### config.mk
export PLATFORM = sky130hd
export DESIGN_NAME = tcp_retransmit_timeout_estimator
export DESIGN_NICKNAME = d
export VERILOG_FILES = /design/src/rto_pkg.sv /design/src/rto_update.sv /design/src/tcp_retransmit_timeout_estimator.sv
export SDC_FILE = /design/constraint.sdc
export NUM_CORES = 1
export LEC_CHECK = 0
export BUFFER_PORTS_ARGS = -buffer_cell sky130_fd_sc_hd__clkbuf_2
export CAP_MARGIN = 20
export CORE_AREA = 2 2 155 188
export CTS_CLUSTER_SIZE = 16
export DETAILED_ROUTE_END_ITERATION = 6
export DIE_AREA = 0 0 157 190
export PLACE_DENSITY = 0.85
export RECOVER_POWER = 50
export SLEW_MARGIN = 30
export SYNTH_ARGS = -nofsm -noshare
export SYNTH_HDL_FRONTEND = slang
export SYNTH_SLANG_ARGS = --single-unit
### constraint.sdc
create_clock -name i_clk -period 21.7 [get_ports i_clk]
set_clock_uncertainty 0.1 [all_clocks]
set_input_delay 4.34 -clock i_clk [delete_from_list [all_inputs] [get_ports i_clk]]
set_output_delay 4.34 -clock i_clk [all_outputs]
set_load 0.01 [all_outputs]
### src/rto_pkg.sv
// ----------------------------------------------------------------------------
// rto_pkg
// Shared field widths, opcodes, register indexes and reset values of the
// retransmission timeout estimator.
// ----------------------------------------------------------------------------
package rto_pkg;

    localparam int FIELD_W   = 20;
    localparam int OPCODE_W  = 2;
    localparam int CFG_IDX_W = 2;

    typedef enum logic [OPCODE_W-1:0] {
        OP_SAMPLE  = 2'd0,
        OP_BACKOFF = 2'd1,
        OP_RESTART = 2'd2
    } t_opcode;

    localparam logic [CFG_IDX_W-1:0] CFG_INITIAL = 2'd0;
    localparam logic [CFG_IDX_W-1:0] CFG_FLOOR   = 2'd1;
    localparam logic [CFG_IDX_W-1:0] CFG_CEILING = 2'd2;

    localparam int RST_INITIAL = 3000;
    localparam int RST_FLOOR   = 1000;
    localparam int RST_CEILING = 60000;

endpackage

### src/rto_update.sv
// ----------------------------------------------------------------------------
// rto_update
// Next estimator state for one operation: sample smoothing, backoff
// doubling, restart; sample timeout clamped to floor and ceiling, backoff to ceiling.
// ----------------------------------------------------------------------------
module rto_update
    import rto_pkg::*;
#(
    parameter int TIME_WIDTH = 20
) (
    input  logic [OPCODE_W-1:0]   i_opcode,
    input  logic [TIME_WIDTH-1:0] i_rtt,
    input  logic [TIME_WIDTH-1:0] i_srtt,
    input  logic [TIME_WIDTH-1:0] i_rttvar,
    input  logic [TIME_WIDTH-1:0] i_rto,
    input  logic                  i_has_meas,
    input  logic [TIME_WIDTH-1:0] i_initial,
    input  logic [TIME_WIDTH-1:0] i_floor,
    input  logic [TIME_WIDTH-1:0] i_ceiling,
    output logic [TIME_WIDTH-1:0] o_srtt,
    output logic [TIME_WIDTH-1:0] o_rttvar,
    output logic [TIME_WIDTH-1:0] o_rto,
    output logic                  o_has_meas
);

    localparam int SUM_W = TIME_WIDTH + 3;

    logic [TIME_WIDTH-1:0] w_diff;
    logic [TIME_WIDTH-1:0] w_srtt_smooth;
    logic [TIME_WIDTH-1:0] w_var_smooth;
    logic [TIME_WIDTH-1:0] w_srtt_s;
    logic [TIME_WIDTH-1:0] w_var_s;
    logic [SUM_W-1:0]      w_sum;
    logic [SUM_W-1:0]      w_sum_floor;
    logic [TIME_WIDTH-1:0] w_rto_sample;
    logic [TIME_WIDTH:0]   w_double;
    logic [TIME_WIDTH-1:0] w_rto_backoff;

    always_comb begin
        w_diff        = (i_srtt >= i_rtt) ? (i_srtt - i_rtt) : (i_rtt - i_srtt);
        w_var_smooth  = i_rttvar - (i_rttvar >> 2) + (w_diff >> 2);
        w_srtt_smooth = i_srtt - (i_srtt >> 3) + (i_rtt >> 3);

        if (i_has_meas) begin
            w_srtt_s = w_srtt_smooth;
            w_var_s  = w_var_smooth;
        end else begin
            w_srtt_s = i_rtt;
            w_var_s  = i_rtt >> 1;
        end

        // floor first, ceiling last: the ceiling wins when they cross
        w_sum       = SUM_W'(w_srtt_s) + {1'b0, w_var_s, 2'b00};
        w_sum_floor = (w_sum < SUM_W'(i_floor)) ? SUM_W'(i_floor) : w_sum;
        w_rto_sample = (w_sum_floor > SUM_W'(i_ceiling)) ? i_ceiling
                                                         : w_sum_floor[TIME_WIDTH-1:0];

        w_double      = {i_rto, 1'b0};
        w_rto_backoff = (w_double > {1'b0, i_ceiling}) ? i_ceiling
                                                       : w_double[TIME_WIDTH-1:0];
    end

    always_comb begin
        o_srtt     = i_srtt;
        o_rttvar   = i_rttvar;
        o_rto      = i_rto;
        o_has_meas = i_has_meas;
        case (t_opcode'(i_opcode))
            OP_SAMPLE: begin
                o_srtt     = w_srtt_s;
                o_rttvar   = w_var_s;
                o_rto      = w_rto_sample;
                o_has_meas = 1'b1;
            end
            OP_BACKOFF: begin
                o_rto = w_rto_backoff;
            end
            OP_RESTART: begin
                o_rto      = i_initial;
                o_has_meas = 1'b0;
            end
            default: begin
                // unused code: hold everything
                o_rto = i_rto;
            end
        endcase
    end

endmodule

### src/tcp_retransmit_timeout_estimator.sv
// ----------------------------------------------------------------------------
// tcp_retransmit_timeout_estimator
// Retransmission timeout estimator: smoothed RTT, RTT variation and timeout
// updated per operation, one result item per input item.
// ----------------------------------------------------------------------------
//  channel   valid     stall     payload
//  input     i_valid   o_stall   i_opcode, i_round_trip_ms
//  output    o_valid   i_stall   o_timeout_ms, o_smoothed_rtt_ms, o_rtt_variation_ms
//  config    i_cfg_we  -         i_cfg_addr, i_cfg_wdata
//
//  One item per cycle sustained while i_stall stays low; o_valid rises once
//  the item has passed the input register, then the result register.
//  The estimator state updates as an item moves from the input register into
//  the result register, so each item sees the state its predecessor left.
//  A stalled result holds; the input register fills behind it, then o_stall.
//  Reset (synchronous) empties both registers and loads default config.
// ----------------------------------------------------------------------------
module tcp_retransmit_timeout_estimator
    import rto_pkg::*;
#(
    parameter int TIME_WIDTH = 20
) (
    input  logic                  i_clk,
    input  logic                  i_rst_n,
    input  logic                  i_cfg_we,
    input  logic [CFG_IDX_W-1:0]  i_cfg_addr,
    input  logic [TIME_WIDTH-1:0] i_cfg_wdata,
    input  logic                  i_valid,
    output logic                  o_stall,
    input  logic [OPCODE_W-1:0]   i_opcode,
    input  logic [FIELD_W-1:0]    i_round_trip_ms,
    output logic                  o_valid,
    input  logic                  i_stall,
    output logic [FIELD_W-1:0]    o_timeout_ms,
    output logic [FIELD_W-1:0]    o_smoothed_rtt_ms,
    output logic [FIELD_W-1:0]    o_rtt_variation_ms
);

    logic [TIME_WIDTH-1:0] r_initial;
    logic [TIME_WIDTH-1:0] r_floor;
    logic [TIME_WIDTH-1:0] r_ceiling;

    logic [TIME_WIDTH-1:0] r_srtt;
    logic [TIME_WIDTH-1:0] r_rttvar;
    logic [TIME_WIDTH-1:0] r_rto;
    logic                  r_has_meas;

    logic                  r_in_valid;
    logic [OPCODE_W-1:0]   r_in_opcode;
    logic [TIME_WIDTH-1:0] r_in_rtt;

    logic                  r_out_valid;
    logic [FIELD_W-1:0]    r_out_timeout;
    logic [FIELD_W-1:0]    r_out_srtt;
    logic [FIELD_W-1:0]    r_out_rttvar;

    logic [TIME_WIDTH-1:0] n_srtt;
    logic [TIME_WIDTH-1:0] n_rttvar;
    logic [TIME_WIDTH-1:0] n_rto;
    logic                  n_has_meas;

    logic                  w_advance;
    logic                  w_in_take;

    assign w_advance = r_in_valid && (!r_out_valid || !i_stall);
    assign o_stall   = r_in_valid && !w_advance;
    assign w_in_take = i_valid && !o_stall;

    rto_update #(
        .TIME_WIDTH(TIME_WIDTH)
    ) u_update (
        .i_opcode  (r_in_opcode),
        .i_rtt     (r_in_rtt),
        .i_srtt    (r_srtt),
        .i_rttvar  (r_rttvar),
        .i_rto     (r_rto),
        .i_has_meas(r_has_meas),
        .i_initial (r_initial),
        .i_floor   (r_floor),
        .i_ceiling (r_ceiling),
        .o_srtt    (n_srtt),
        .o_rttvar  (n_rttvar),
        .o_rto     (n_rto),
        .o_has_meas(n_has_meas)
    );

    // configuration
    always_ff @(posedge i_clk) begin
        if (!i_rst_n) begin
            r_initial <= TIME_WIDTH'(RST_INITIAL);
            r_floor   <= TIME_WIDTH'(RST_FLOOR);
            r_ceiling <= TIME_WIDTH'(RST_CEILING);
        end else if (i_cfg_we) begin
            case (i_cfg_addr)
                CFG_INITIAL: r_initial <= i_cfg_wdata;
                CFG_FLOOR:   r_floor   <= i_cfg_wdata;
                CFG_CEILING: r_ceiling <= i_cfg_wdata;
                default:     r_initial <= r_initial;
            endcase
        end
    end

    // estimator state
    always_ff @(posedge i_clk) begin
        if (!i_rst_n) begin
            r_srtt     <= '0;
            r_rttvar   <= '0;
            r_rto      <= TIME_WIDTH'(RST_INITIAL);
            r_has_meas <= 1'b0;
        end else if (w_advance) begin
            r_srtt     <= n_srtt;
            r_rttvar   <= n_rttvar;
            r_rto      <= n_rto;
            r_has_meas <= n_has_meas;
        end
    end

    // input register
    always_ff @(posedge i_clk) begin
        if (!i_rst_n) begin
            r_in_valid <= 1'b0;
        end else if (w_in_take) begin
            r_in_valid <= 1'b1;
        end else if (w_advance) begin
            r_in_valid <= 1'b0;
        end
    end

    always_ff @(posedge i_clk) begin
        if (w_in_take) begin
            r_in_opcode <= i_opcode;
            r_in_rtt    <= TIME_WIDTH'(i_round_trip_ms);
        end
    end

    // result register
    always_ff @(posedge i_clk) begin
        if (!i_rst_n) begin
            r_out_valid <= 1'b0;
        end else if (w_advance) begin
            r_out_valid <= 1'b1;
        end else if (!i_stall) begin
            r_out_valid <= 1'b0;
        end
    end

    always_ff @(posedge i_clk) begin
        if (w_advance) begin
            r_out_timeout <= FIELD_W'(n_rto);
            r_out_srtt    <= FIELD_W'(n_srtt);
            r_out_rttvar  <= FIELD_W'(n_rttvar);
        end
    end

    assign o_valid            = r_out_valid;
    assign o_timeout_ms       = r_out_timeout;
    assign o_smoothed_rtt_ms  = r_out_srtt;
    assign o_rtt_variation_ms = r_out_rttvar;

endmodule

# --- Word-level counts from Yosys, hierarchy flattened ---
# Index checks and enable logic that the tools add are counted.
classes:
  addsub: 7
  n_lt_le_gt_ge: 4
  eq_ne: 5
  n_mux: 14
  reduce_logical: 16
ops:
  columns: ["cell", "count"]
  rows:
  - ["20-bit 2-to-1 mux", 7]
  - ["20-bit one-hot mux with 3 select lines", 1]
  - ["20-bit subtractor", 2]
  - ["20-bit by 22-bit adder with 23-bit output", 1]
  - ["23-bit by 20-bit > comparator with 1-bit output", 1]
  - ["23-bit by 20-bit < comparator with 1-bit output", 1]
  - ["23-bit 2-to-1 mux", 1]
  - ["21-bit by 20-bit > comparator with 1-bit output", 1]
  - ["20-bit by 17-bit adder with 20-bit output", 1]
  - ["20-bit by 18-bit adder with 20-bit output", 1]
  - ["20-bit >= comparator", 1]
  - ["20-bit by 17-bit subtractor with 20-bit output", 1]
  - ["20-bit by 18-bit subtractor with 20-bit output", 1]
  - ["2-bit AND reduction", 4]
  - ["2-bit by 1-bit equality test with 1-bit output (second input constant)", 2]
  - ["2-bit equality test (second input constant)", 2]
  - ["1-bit zero test", 4]
  - ["2-bit zero test", 2]
  - ["1-bit 2-to-1 mux", 4]
  - ["2-bit nonzero test", 2]
  - ["1-bit logical AND", 3]
  - ["2-bit by 1-bit != test with 1-bit output (second input constant)", 1]
  - ["1-bit one-hot mux with 2 select lines", 1]
  - ["1-bit logical OR", 1]
totals:
  ff_bits: 205
  input_bits: 49

# --- Logic depth before layout (Yosys ltp) ---
logic_depth:
  depth_word: 10
  depth_mapped: 56
  mapped_depth_nobuf: 51

# --- Hierarchy ---
# From an unflattened synthesis, not the netlist that was laid out.
unflattened:
  hier_cells: 1892
  hier_area_um2: 16233.1
by_module_without_submodules:
  columns: ["module", "instances", "cells_per_inst", "area_each_um2"]
  rows:
  - ["rto_update", 1, 1310, 8968.6]
  - ["tcp_retransmit_timeout_estimator", 1, 582, 7264.5]

# --- Least setup slack after synthesis ---
# Ideal clock, no wire load.
synth_path:
  path_type: "register to register"
  from: "reg r_srtt[7]"
  to: "reg r_out_timeout[0], in the netlist o_timeout_ms[0] (data pin)"
  setup_ns: 0.159
  t_arrival_ns: 11.459
  t_required_ns: 21.441
  setup_slack_ns: 9.982
  stages_incl_launch_ff: 53
  n_path_buf: 6
  cell_sequence: "dfxtp_1 inv_1 ha_1 clkbuf_1 nand2_1 nor2_1 and2_1 a221o_1 a2111oi_0 o31ai_1 clkbuf_1 nor3b_1 nor2_1 xnor2_1 fa_1 inv_1 ha_1 a21oi_1 [... 17 more ...] a41o_1 a31o_2 clkbuf_1 nor4_2 buf_2 mux2_2 ha_1 a21o_1 a21o_1 a21oi_1 nor2_1 a2111oi_0 a211oi_1 or4_1 clkbuf_1 nor2_1 a32oi_1 a22oi_1"
synth_between:
  elab_chain_cells: 10
  elab_cells_between_ends: 15
  cone_classes: "6 x add/sub; 3 x order compare; 6 x mux"
synth_rtl:
  columns: ["element", "line", "rtl"]
  rows:
  - ["from (decl)", "tcp_retransmit_timeout_estimator.sv:43", "logic [TIME_WIDTH-1:0] r_srtt;"]
  - ["from (signal assigned)", "tcp_retransmit_timeout_estimator.sv:111", "r_srtt <= n_srtt;"]
  - ["20-bit subtractor or 20-bit >= comparator (tied branches)", "rto_update.sv:40", "w_diff = (i_srtt >= i_rtt) ? (i_srtt - i_rtt) : (i_rtt - i_srtt);"]
  - ["20-bit 2-to-1 mux", "rto_update.sv:40", null]
  - ["20-bit by 18-bit adder with 20-bit output", "rto_update.sv:41", "w_var_smooth = i_rttvar - (i_rttvar >> 2) + (w_diff >> 2);"]
  - ["20-bit 2-to-1 mux", "rto_update.sv:44", "if (i_has_meas) begin"]
  - ["20-bit by 22-bit adder with 23-bit output *", "rto_update.sv:53", "w_sum = SUM_W'(w_srtt_s) + {1'b0, w_var_s, 2'b00};"]
  - ["23-bit by 20-bit < comparator with 1-bit output", "rto_update.sv:54", "w_sum_floor = (w_sum < SUM_W'(i_floor)) ? SUM_W'(i_floor) : w_sum;"]
  - ["23-bit 2-to-1 mux *", "rto_update.sv:54", null]
  - ["23-bit by 20-bit > comparator with 1-bit output", "rto_update.sv:55", "w_rto_sample = (w_sum_floor > SUM_W'(i_ceiling)) ? i_ceiling"]
  - ["20-bit 2-to-1 mux *", "rto_update.sv:55", null]
  - ["20-bit one-hot mux with 3 select lines *", "rto_update.sv:68", "case (t_opcode'(i_opcode))"]
  - ["via n_rto[0]", "tcp_retransmit_timeout_estimator.sv:59", "logic [TIME_WIDTH-1:0] n_rto;"]
  - ["to (signal assigned)", "tcp_retransmit_timeout_estimator.sv:149", "r_out_timeout <= FIELD_W'(n_rto);"]
  - ["to (decl)", "tcp_retransmit_timeout_estimator.sv:53", "logic [FIELD_W-1:0] r_out_timeout;"]
# The timed path passes the listed nets; every way through them passes the cells marked *.
# A chain may end at the register's enable or synchronous reset.

# --- Worst setup path after layout ---
layout_path:
  from: "reg r_srtt[8]"
  to: "reg r_out_timeout[17], in the netlist o_timeout_ms[17] (data pin)"
# The elaborated chain is that of the path after synthesis.

==> results.json <==
{
  "worstPathRequired_ns": 21.86,
  "hold_viol": 0,
  "syn2layout_area_growth_pct": 9.47,
  "clk_pin_slew_ns": 0.06,
  "synth_cell_types": 77,
  "fmax_mhz": 71.2,
  "antenna_found_initial": 1,
  "wl_per_cell_um": 20.3,
  "grt_overflow": 0,
  "syn-num-nets": 2112,
  "grt_pass1_vias": 14144,
  "cts_buffers": 22,
  "critPathLaunch": "r_srtt[8]",
  "ant_nets": 0,
  "fill_cells": 2420,
  "critPathLaunchType": "flop",
  "min_period_over_period_pct": 64.7,
  "hold_depth": 2,
  "avgViaCountPerCell": 6.10,
  "postCtsSetupRepairBufs": 0,
  "async_flop_share_pct": 0,
  "setup_viol": 0,
  "rrSetupSlack_ns": 7.65,
  "ys.flop_type": "dfxtp_1",
  "hold_path_startpoint": "r_initial[10]",
  "synth-edff-count": 82,
  "final_nets": 2175,
  "reg2reg_depth": 46,
  "cts_root_buf": "clkbuf_16",
  "yosys.area.top_type": "dfxtp_1",
  "rsz0062_at_grt": "no",
  "place_hpwl_mm": 36.1,
  "violations": "DRC, capacitance limit, slew limit",
  "seq_area_frac_synth_pct": 31.2,
  "r2r_start": "r_srtt[8]",
  "status": "complete, but fails checks",
  "slew_headroom_pct": -132,
  "fp-row-count": 68,
  "power_leakage_nw": 7.29,
  "cts_max_level": 1,
  "grt_max_degree": 89,
  "antennaDiodeCount": 0,
  "io_buffer_count": 110,
  "die_y_um": 190,
  "initial_core_util_pct": 56.1,
  "crit_type": "flop to flop",
  "endpoint_kind": "flop",
  "max-vdd-ir-drop_uv": 64.7,
  "cts_tree": "yes",
  "holdBufCountCts": 0,
  "drt_iter0_drc": 1327,
  "setup_slack_ns": 7.65,
  "groute.usage.overall_pct": 31.6,
  "yosys_warnings": 0,
  "final.min_clock_period_ns": 14.05,
  "gp_congestion": 0.991,
  "route.detailed.drc": 3,
  "grt_first_pass_wirelength_mm": 73.9,
  "core_area_um2": 28200,
  "cp_slowest_cell": "o31ai_1",
  "max-cap-violations": 3,
  "drv_slew": 144,
  "num_vias": 14261,
  "critPathArrivalTime_ns": 14.20,
  "synth_top_area_share_pct": 15.6,
  "drt_pass1_iterations": 7,
  "r2r-end": "o_timeout_ms[17]",
  "cts.sinks": 205,
  "slowest_delay_ns": 1.50,
  "p_per_area_nw_per_um2": 81.1,
  "yosysMostFrequentCell": "nand2_1",
  "wirelength_mm": 47.4,
  "tns_ns": 0,
  "worstMarginPinSlew_ns": 3.48,
  "insertion_delay_ns": 0.53,
  "yosys-top-cells-count": "nand2_1, inv_1, a21oi_1",
  "ios": 111,
  "post_cts_resized": 0,
  "synth.avg_cell_area_um2": 8.44,
  "die_w_um": 157,
  "syn_area_um2": 15800,
  "whs_ns": 0.373,
  "hold_class": "flop to flop",
  "synthCells": 1872,
  "die-area_um2": 29800,
  "worst-path-max-fanout": 27,
  "place_ws_ns": 8.61,
  "postLayoutCoreUtil_pct": 61.4,
  "synth.area.top_cells": "dfxtp_1, edfxtp_1, ha_1",
  "cts_max_path_buffers": 3,
  "whs_endpoint": "r_initial[10]",
  "drive_gt1_share_pct": 8.35,
  "ys_ff_latch": 205
}
[final cells by class]
type                       count  area (um^2)  share of cell area [%]
timing repair buffer         124          596                    3.44
multi-input combinational   1390         9850                    57.0
clock inverter                11          101                   0.586
tap                          385          482                    2.78
sequential                   205         4930                    28.5
clock buffer                  29          617                    3.57
inverter                     192          722                    4.17
[critical path, delay by kind of cell, from the launching register on]
family                     cells  cell delay (ns)
AOI/OAI and AO/OA             23             7.52
DFF                            1             0.41
xor gates and xnor gates       2             0.22
and+or+nand+nor                9             1.97
adders and majority gates      6             2.19
buffers and inverters          4             0.59
muxes                          2             0.75
[registers in the layout, indices dropped and copies added, names as in the netlist]
signal / count
o_rtt_variation_ms: 20
o_smoothed_rtt_ms: 20
o_timeout_ms: 20
r_ceiling: 20
r_floor: 20
r_in_rtt: 20
r_initial: 20
r_rto: 20
r_rttvar: 20
r_srtt: 20
r_in_opcode: 2
o_valid: 1
r_has_meas: 1
r_in_valid: 1
[per-stage QoR]
stage | instance area, um^2 | total power [mW] | instances
finish | 17300 | 1.40 | 2336
global route | 17300 | 1.48 | 2336
CTS | 17400 | 1.40 | 2336
detailed placement | 16700 | 1.02 | 2296
global placement | 16600 | 1.00 | 2295
floorplan | 15800 | 0.875 | 1872
[worst max-delay path by stage]
| stage | endpoint | slack (ns) | cells past startpoint |
|---|---|---|---|
| after floorplan | o_timeout_ms[0] | 9.98 | 52 |
| after global placement | o_timeout_ms[17] | 9.00 | 45 |
| after detailed placement | o_timeout_ms[9] | 8.61 | 47 |
| after CTS | o_timeout_ms[0] | 8.58 | 47 |
| after global routing | o_timeout_ms[1] | 6.74 | 47 |
| final | o_timeout_ms[17] | 7.65 | 46 |
[cells by family after synthesis]
family	count (synthesis)	share of synthesized area, %
AO/OA/AOI/OAI	548	22.5
AND/OR/NAND/NOR	513	14.3
buffers and inverters	277	6.69
flip-flops	205	31.2
adder cells (fa/ha/maj)	191	16.8
multiplexers	78	5.18
XOR/XNOR	60	3.33
[placed cells by master, fill, tap and decap left out, types with 19 or more instances in the layout]
cell type | Yosys | routed
nand2_1 | 239 | 238
inv_1 | 190 | 190
a21oi_1 | 172 | 171
ha_1 | 155 | 155
nor2_1 | 132 | 131
dfxtp_1 | 123 | 122
o21ai_0 | 99 | 99
edfxtp_1 | 82 | 82
clkbuf_2 | 0 | 65
a21boi_0 | 53 | 53
clkbuf_1 | 72 | 52
mux2i_1 | 48 | 48
xnor2_1 | 39 | 39
a21o_1 | 36 | 36
fa_1 | 36 | 36
o211ai_1 | 29 | 29
mux2_2 | 29 | 27
nand3_1 | 26 | 26
o21a_1 | 25 | 25
clkbuf_16 | 0 | 22
nor3_1 | 21 | 21
xor2_1 | 21 | 21
a31oi_1 | 20 | 20
nor2b_1 | 20 | 19
[routing by layer]
metal  vias to the layer above  GRT usage, %  wire length (um)
met4                         0          22.1              3690
met1                      6704          37.1             18300
met2                       648          52.8             22100
met3                       187          4.67              3320
li1                       6722             -                 -
met5                         -             0                 0
[power breakdown]
part           total [mW]  internal, mW  switching (mW)
logic               0.588         0.234           0.354
registers           0.439         0.423          0.0162
clock network       0.376         0.214           0.163
Power figures use the tool's default switching activity.
